$ cat src/rtl/ebj_pkg.sv
// Shared widths, register indexes, sequencer states and unit types for the backoff core.
package ebj_pkg;

   localparam int DELAY_WIDTH   = 20;
   localparam int JITTER_WIDTH  = 32;
   localparam int ATTEMPT_WIDTH = 16;
   localparam int CSR_IDX_WIDTH = 4;

   // doubled delay needs one bit of headroom before the cap
   localparam int UNIT_WIDTH    = DELAY_WIDTH + 1;
   localparam int WAIT_WIDTH    = DELAY_WIDTH + 1;
   // delay/4 + 1 reaches at most 2**(DELAY_WIDTH-2)
   localparam int SPREAD_WIDTH  = DELAY_WIDTH - 1;
   localparam int BIT_CNT_WIDTH = $clog2(JITTER_WIDTH);

   localparam logic [CSR_IDX_WIDTH-1:0] CSR_BASE_DELAY = CSR_IDX_WIDTH'(0);
   localparam logic [CSR_IDX_WIDTH-1:0] CSR_MAX_DELAY  = CSR_IDX_WIDTH'(1);

   localparam logic [DELAY_WIDTH-1:0] BASE_DELAY_RESET = DELAY_WIDTH'(500);
   localparam logic [DELAY_WIDTH-1:0] MAX_DELAY_RESET  = DELAY_WIDTH'(30000);

   typedef enum logic [2:0] {
      ST_IDLE,
      ST_DOUBLE,
      ST_CAP,
      ST_DIVIDE,
      ST_FINISH
   } seq_state_type;

   typedef struct packed {
      logic [UNIT_WIDTH-1:0] a;
      logic [UNIT_WIDTH-1:0] b;
   } unit_op_type;

   typedef struct packed {
      logic                  borrow;
      logic [UNIT_WIDTH-1:0] diff;
   } unit_res_type;

endpackage

$ cat src/rtl/exponential_backoff_jitter_core.sv
// Top level of the capped exponential backoff core with jitter.
// An item is taken only while the sequencer is idle. The core then runs one doubling
// step per cycle until the attempt count runs out, the delay reaches the ceiling, or
// the delay is zero. That is at most DELAY_WIDTH doubling steps. Then come the cap
// step, a restoring remainder over the JITTER_WIDTH jitter bits (one jitter bit per
// cycle), and the load of the output register. The doubling, cap and remainder steps
// share a single subtract/compare unit. The load, and so the result beat, waits while
// the previous result is still stalled in the output register. The next item can be
// taken in the cycle after the load. A new item may be accepted while the previous
// result still waits in the output register.
module exponential_backoff_jitter_core (
   input  logic                               clock,
   input  logic                               reset,
   input  logic                               req_valid,
   output logic                               req_stall,
   input  logic [ebj_pkg::ATTEMPT_WIDTH-1:0]  req_attempt_number,
   input  logic [ebj_pkg::JITTER_WIDTH-1:0]   req_jitter_value,
   output logic                               rsp_valid,
   input  logic                               rsp_stall,
   output logic [ebj_pkg::WAIT_WIDTH-1:0]     rsp_wait_ms,
   input  logic                               csr_valid,
   output logic                               csr_ready,
   input  logic [ebj_pkg::CSR_IDX_WIDTH-1:0]  csr_index,
   input  logic [ebj_pkg::DELAY_WIDTH-1:0]    csr_wdata
);
   import ebj_pkg::*;

   logic [DELAY_WIDTH-1:0] base_delay;
   logic [DELAY_WIDTH-1:0] max_delay;

   seq_state_type state_ff, state_in;

   logic [UNIT_WIDTH-1:0]    delay_ff, delay_in;
   logic [ATTEMPT_WIDTH-1:0] remain_ff, remain_in;
   logic [JITTER_WIDTH-1:0]  jitter_ff, jitter_in;
   logic [SPREAD_WIDTH-1:0]  spread_ff, spread_in;
   logic [SPREAD_WIDTH-1:0]  rem_ff, rem_in;
   logic [BIT_CNT_WIDTH-1:0] bit_cnt_ff, bit_cnt_in;
   logic                     rsp_valid_ff, rsp_valid_in;
   logic [WAIT_WIDTH-1:0]    wait_ff, wait_in;

   unit_op_type  unit_op;
   unit_res_type unit_res;

   logic [SPREAD_WIDTH:0]   rem_shift;
   logic [DELAY_WIDTH-1:0]  capped;

   ebj_csr u_csr (
      .clock      (clock),
      .reset      (reset),
      .csr_valid  (csr_valid),
      .csr_ready  (csr_ready),
      .csr_index  (csr_index),
      .csr_wdata  (csr_wdata),
      .base_delay (base_delay),
      .max_delay  (max_delay)
   );

   ebj_sub u_sub (
      .op  (unit_op),
      .res (unit_res)
   );

   assign rem_shift = {rem_ff, jitter_ff[JITTER_WIDTH-1]};

   always_comb begin
      state_in     = state_ff;
      delay_in     = delay_ff;
      remain_in    = remain_ff;
      jitter_in    = jitter_ff;
      spread_in    = spread_ff;
      rem_in       = rem_ff;
      bit_cnt_in   = bit_cnt_ff;
      wait_in      = wait_ff;
      rsp_valid_in = rsp_valid_ff && rsp_stall;
      req_stall    = 1'b1;
      unit_op.a    = delay_ff;
      unit_op.b    = UNIT_WIDTH'(max_delay);
      capped       = delay_ff[DELAY_WIDTH-1:0];

      case (state_ff)
         ST_IDLE: begin
            req_stall = 1'b0;
            if (req_valid) begin
               delay_in  = UNIT_WIDTH'(base_delay);
               remain_in = (req_attempt_number == '0) ? '0
                                                      : req_attempt_number - 1'b1;
               jitter_in = req_jitter_value;
               state_in  = ST_DOUBLE;
            end
         end
         ST_DOUBLE: begin
            // borrow of delay - max means delay is still below the ceiling
            if (remain_ff != '0 && unit_res.borrow && delay_ff != '0) begin
               delay_in  = {delay_ff[UNIT_WIDTH-2:0], 1'b0};
               remain_in = remain_ff - 1'b1;
            end else begin
               state_in = ST_CAP;
            end
         end
         ST_CAP: begin
            unit_op.a = UNIT_WIDTH'(max_delay);
            unit_op.b = delay_ff;
            if (unit_res.borrow) begin
               capped = max_delay;
            end
            delay_in   = UNIT_WIDTH'(capped);
            spread_in  = SPREAD_WIDTH'(capped[DELAY_WIDTH-1:2]) + 1'b1;
            rem_in     = '0;
            bit_cnt_in = BIT_CNT_WIDTH'(JITTER_WIDTH - 1);
            state_in   = ST_DIVIDE;
         end
         ST_DIVIDE: begin
            unit_op.a = UNIT_WIDTH'(rem_shift);
            unit_op.b = UNIT_WIDTH'(spread_ff);
            rem_in    = unit_res.borrow ? rem_shift[SPREAD_WIDTH-1:0]
                                        : unit_res.diff[SPREAD_WIDTH-1:0];
            jitter_in = {jitter_ff[JITTER_WIDTH-2:0], 1'b0};
            if (bit_cnt_ff == '0) begin
               state_in = ST_FINISH;
            end else begin
               bit_cnt_in = bit_cnt_ff - 1'b1;
            end
         end
         ST_FINISH: begin
            // wait for the output register to free up
            if (!rsp_valid_ff || !rsp_stall) begin
               wait_in      = WAIT_WIDTH'(delay_ff[DELAY_WIDTH-1:0])
                            + WAIT_WIDTH'(rem_ff);
               rsp_valid_in = 1'b1;
               state_in     = ST_IDLE;
            end
         end
         default: begin
            state_in = ST_IDLE;
         end
      endcase
   end

   always_ff @(posedge clock) begin
      if (reset) begin
         state_ff     <= ST_IDLE;
         rsp_valid_ff <= 1'b0;
      end else begin
         state_ff     <= state_in;
         rsp_valid_ff <= rsp_valid_in;
      end
   end

   always_ff @(posedge clock) begin
      delay_ff   <= delay_in;
      remain_ff  <= remain_in;
      jitter_ff  <= jitter_in;
      spread_ff  <= spread_in;
      rem_ff     <= rem_in;
      bit_cnt_ff <= bit_cnt_in;
      wait_ff    <= wait_in;
   end

   assign rsp_valid   = rsp_valid_ff;
   assign rsp_wait_ms = wait_ff;

endmodule

$ cat src/rtl/ebj_csr.sv
// Configuration registers: base delay and delay ceiling.
module ebj_csr (
   input  logic                               clock,
   input  logic                               reset,
   input  logic                               csr_valid,
   output logic                               csr_ready,
   input  logic [ebj_pkg::CSR_IDX_WIDTH-1:0]  csr_index,
   input  logic [ebj_pkg::DELAY_WIDTH-1:0]    csr_wdata,
   output logic [ebj_pkg::DELAY_WIDTH-1:0]    base_delay,
   output logic [ebj_pkg::DELAY_WIDTH-1:0]    max_delay
);
   import ebj_pkg::*;

   logic [DELAY_WIDTH-1:0] base_ff, base_in;
   logic [DELAY_WIDTH-1:0] max_ff, max_in;

   assign csr_ready = 1'b1;

   always_comb begin
      base_in = base_ff;
      max_in  = max_ff;
      if (csr_valid) begin
         case (csr_index)
            CSR_BASE_DELAY: base_in = csr_wdata;
            CSR_MAX_DELAY:  max_in  = csr_wdata;
            default: ;
         endcase
      end
   end

   always_ff @(posedge clock) begin
      if (reset) begin
         base_ff <= BASE_DELAY_RESET;
         max_ff  <= MAX_DELAY_RESET;
      end else begin
         base_ff <= base_in;
         max_ff  <= max_in;
      end
   end

   assign base_delay = base_ff;
   assign max_delay  = max_ff;

endmodule

$ cat src/rtl/ebj_sub.sv
// Shared subtract/compare unit used by the doubling, cap and divide steps.
module ebj_sub (
   input  ebj_pkg::unit_op_type  op,
   output ebj_pkg::unit_res_type res
);
   import ebj_pkg::*;

   logic [UNIT_WIDTH:0] full;

   assign full       = {1'b0, op.a} - {1'b0, op.b};
   assign res.borrow = full[UNIT_WIDTH];
   assign res.diff   = full[UNIT_WIDTH-1:0];

endmodule
$ cat config.mk
export PLATFORM = sky130hd
export DESIGN_NAME = exponential_backoff_jitter_core
export DESIGN_NICKNAME = d
export VERILOG_FILES = /design/src/rtl/ebj_pkg.sv /design/src/rtl/exponential_backoff_jitter_core.sv /design/src/rtl/ebj_csr.sv /design/src/rtl/ebj_sub.sv
export SDC_FILE = /design/constraint.sdc
export NUM_CORES = 1
export LEC_CHECK = 0
export ABC_CLOCK_PERIOD_IN_PS = 5000
export CORE_ASPECT_RATIO = 1.75
export CORE_UTILIZATION = 37
export CTS_BUF_LIST = sky130_fd_sc_hd__clkbuf_4 sky130_fd_sc_hd__clkbuf_8
export DETAILED_ROUTE_END_ITERATION = 12
export DONT_BUFFER_PORTS = 1
export RECOVER_POWER = 25
export SYNTH_ARGS = -nofsm -noshare
export SYNTH_HDL_FRONTEND = slang
export SYNTH_SLANG_ARGS = --single-unit
$ cat constraint.sdc
create_clock -name clock -period 5 [get_ports clock]
set_clock_uncertainty 0.05 [all_clocks]
set_input_delay 1 -clock clock [delete_from_list [all_inputs] [get_ports clock]]
set_output_delay 1 -clock clock [all_outputs]
set_load 0.01 [all_outputs]
==> results.yml <==
floorplan:
  die_h_um: 229
  die_w_um: 132
  initial_core_util: 0.379
  num_io_pins: 101
  rows: 82
  design.die.area_sq_um: 30300
  coreArea_sq_um: 28800
clock_tree:
  htreeDepth: 4
  cts_tree: "built"
  clockBufferDepth: 2
  cts.clk_slew.worst_paths_ns: 0.09
  hold_buffers: 0
  insertion_delay_ns: 0.50
  root_buffer: "clkbuf_8"
  cts_num_sinks: 177
  cts_buffers: 17
layout:
  fin_util: 0.406
  drive_gt1_frac: 0.0710
  final_nets: 1264
  multi_input_area_sq_um: 5710
  syn2layout_area_growth_pct: 7.13
  fill_cells: 2843
  seq_area_sq_um: 4880
pwr:
  power.switching_uw: 3810
  power_density_nw_per_um2: 738
  peakVddDrop_uv: 506
  power.internal_uw: 4830
  swShare: 0.441
  combPwrFrac: 0.573
  p_leak_uw: 0.00433
  p_clk_frac: 0.116
  seqPwrFrac: 0.310
synthesis:
  syn_area_sq_um: 10900
  syn_inst: 1166
  synth_ff_type: "edfxtp_1"
  seq_area_frac_synth: 0.446
  synth_warnings: 0
  syn_nets: 1288
  synth_edf_count: 133
  ys_ff_latch: 177
  yosys.cell_types.count: 71
  synth_area_per_cell_sq_um: 9.38
  async_flop_share: 0
critical_path:
  worstSetupEndpointType: "flip-flop"
  rr_worst_depth: 19
  crit_path_frequent_cell: "a21oi_1"
  crit_start: "state_ff[0]$_SDFFE_PP0P_"
  cp_data_arrival_time_ns: 4.76
  reg2reg_from: "state_ff[0]$_SDFFE_PP0P_"
  crit_type: "flip-flop to flip-flop"
  cp_max_fo: 17
  crit_end: "spread_ff[16]$_DFFE_PN_"
  rrSetupSlack_ns: 0.43
  critical_path_required_ns: 5.19
  cpPeakStageDelay_ns: 0.67
  r2r_end: "spread_ff[16]$_DFFE_PN_"
  start_kind: "flip-flop"
  crit_chain: "buf_4 -> mux2i_1 -> o21ai_0 -> ha_1 -> a21oi_1 -> o211ai_1 -> a21o_1 -> a21oi_1 -> o211ai_2 -> o311ai_4 -> mux2i_1 -> inv_1 -> ha_1 -> nand3_1 -> nor2_1 -> nand3_1 -> xnor2_1 -> nor2_1 -> a21oi_1"
  cp_slowest_cell: "dfxtp_2"
global_route:
  grt_antenna_before_repair: 1
  track_usage: 0.179
  grt_pass1_wl_mm: 42.2
  first_global_vias: 8295
  grt_overflow: 0
  grt_start_max_net_pins: 52
sta:
  rsz0062_at_grt: "no"
  maxSlewHeadroom: 0.135
  setup_total_negative_slack_ns: 0
  final_max_slew_viol_count: 0
  timing.final.crit_period_ns: 4.57
  finalHoldViolations: 0
  fin_crit_sh: 0.914
  worst_slew_pin_slew_ns: 1.30
  setup_viol: 0
  fmax_mhz: 219
run_status:
  status: "finished clean"
drt:
  drt_wl_total_mm: 26.2
  postRouteAntennaNets: 0
  vias: 8197
  first_pass_iters: 5
  drt_iter0_drc: 498
  wire_per_inst_um: 17.1
  drc: 0
  via_per_inst: 5.34
place:
  place_congestion: 0.884
  io_buffers: 0
  hpwl_mm: 20.1
run:
  maxCapViolations: 0
worst_hold_path:
  hold_class: "flip-flop to flip-flop"
timing repair:
action / CTS / global route
gates resized for setup: 0 / 1
buffers inserted: 0 / 0
setup endpoints to repair: 0 / 1
registers in the layout, summed over array words and instances (netlist names):
signal	flops
bit_cnt_ff	5
delay_ff	21
jitter_ff	32
rem_ff	19
remain_ff	16
rsp_valid	1
rsp_wait_ms	21
spread_ff	19
state_ff	3
u_csr.base_delay	20
u_csr.max_delay	20
metrics by stage:
stage | cell area, sq um | hold slack (ns) | std cells | total power (uW) | setup WS, ns
detailed placement | 11300 | 0.394 | 1501 | 7660 | 0.366
floorplan | 10900 | 0.386 | 1166 | 6630 | 0.0661
finish | 11700 | 0.406 | 1534 | 8640 | 0.431
global placement | 11300 | 0.389 | 1501 | 7580 | 0.527
CTS | 11700 | 0.407 | 1533 | 8700 | 0.343
global route | 11700 | 0.423 | 1534 | 9340 | 0.000838
Yosys cell counts (3+ instances only):
master,n,area share
nand2_1,235,0.081
edfxtp_1,133,0.37
nor2_1,82,0.028
mux2i_1,80,0.073
a21oi_1,74,0.034
xnor2_1,54,0.043
clkbuf_1,49,0.017
dfxtp_1,44,0.081
ha_1,43,0.049
o21ai_0,43,0.020
nand3_1,25,0.011
xor2_1,22,0.018
inv_1,21,0.0072
o21ai_1,21,0.0096
a22oi_1,18,0.012
nor3_1,17,0.0078
o22ai_1,17,0.0097
nand3b_1,15,0.010
a21o_1,14,0.0096
and3_1,14,0.0080
o21a_1,11,0.0076
nand2b_1,9,0.0052
buf_1,8,0.0027
nor2b_1,8,0.0046
nand4_1,7,0.0040
nor4_1,7,0.0040
a31oi_1,6,0.0034
and2_1,5,0.0029
and4_1,5,0.0040
or2_2,5,0.0029
buf_4,4,0.0027
buf_6,4,0.0041
or3_1,4,0.0023
or4_1,4,0.0027
nor3_2,3,0.0027
o211ai_1,3,0.0021
o21bai_1,3,0.0021
o31a_1,3,0.0024
cells by family after synthesis:
group	share of synthesized area
other	0.000343
xor gates and xnor gates	0.0609
buffers and inverters	0.0346
adders and majority gates	0.0529
and+or+nand+nor	0.191
muxes	0.0753
AOI/OAI and AO/OA	0.139
DFF	0.446
critical path, delay by kind of cell (launching register included):
| kind | cells | cell delay [ns] |
|---|---|---|
| xor+xnor | 1 | 0.15 |
| fa+ha+maj | 2 | 0.69 |
| buf+inv | 2 | 0.46 |
| mux | 2 | 0.37 |
| compound gates | 8 | 1.31 |
| simple gates | 4 | 0.57 |
| flops | 1 | 0.67 |
cell usage in the layout, fill, tap and decap left out, drive strengths merged, types with 9 or more instances in the layout:
cell type	count
a21o	14
a21oi	74
a22oi	18
and3	14
buf	21
clkbuf	25
dfxtp	44
edfxtp	133
ha	43
inv	27
mux2i	80
nand2	235
nand2b	9
nand3	25
nand3b	15
nor2	82
nor3	20
o21a	11
o21ai	64
o22ai	17
xnor2	54
xor2	22
worst min-delay path by stage:
stage / from / endpoint / cells after the start
after floorplan: u_csr.base_delay[0]$_SDFFE_PP0P_ / u_csr.base_delay[0]$_SDFFE_PP0P_ / 2
after global routing: u_csr.base_delay[13]$_SDFFE_PP0P_ / u_csr.base_delay[13]$_SDFFE_PP0P_ / 2
after detailed placement: u_csr.base_delay[14]$_SDFFE_PP0P_ / u_csr.base_delay[14]$_SDFFE_PP0P_ / 2
after CTS: u_csr.base_delay[14]$_SDFFE_PP0P_ / u_csr.base_delay[14]$_SDFFE_PP0P_ / 2
final: u_csr.base_delay[19]$_SDFFE_PP0P_ / u_csr.base_delay[19]$_SDFFE_PP0P_ / 2
after global placement: u_csr.base_delay[18]$_SDFFE_PP0P_ / u_csr.base_delay[18]$_SDFFE_PP0P_ / 2
power groups by stage:
stage	Sequential, uW	Combinational, uW	Clock [uW]
after floorplan	2470	4160	0
after CTS	2670	4980	1040
after global placement	2690	4890	0
final	2680	4950	1010
after global routing	2730	5520	1080
after detailed placement	2710	4960	0
area by class of cell:
class,instances,area share
antenna,1,0.000214
sequential,177,0.416
tap,378,0.0404
clock buffer,22,0.0253
multi-input combinational,901,0.487
timing repair buffer,24,0.0155
clock inverter,10,0.00812
inverter,21,0.00673
layer usage:
layer	routed length, um	vias to the layer above	part of all wire	global-route usage
li1	-	4133	-	-
met3	1080	50	0.041	0.0394
met5	0	-	0	0
met4	825	0	0.031	0.0821
met1	10300	3830	0.39	0.191
met2	14000	184	0.54	0.331
No activity file was read; power rests on OpenSTA's default activity.
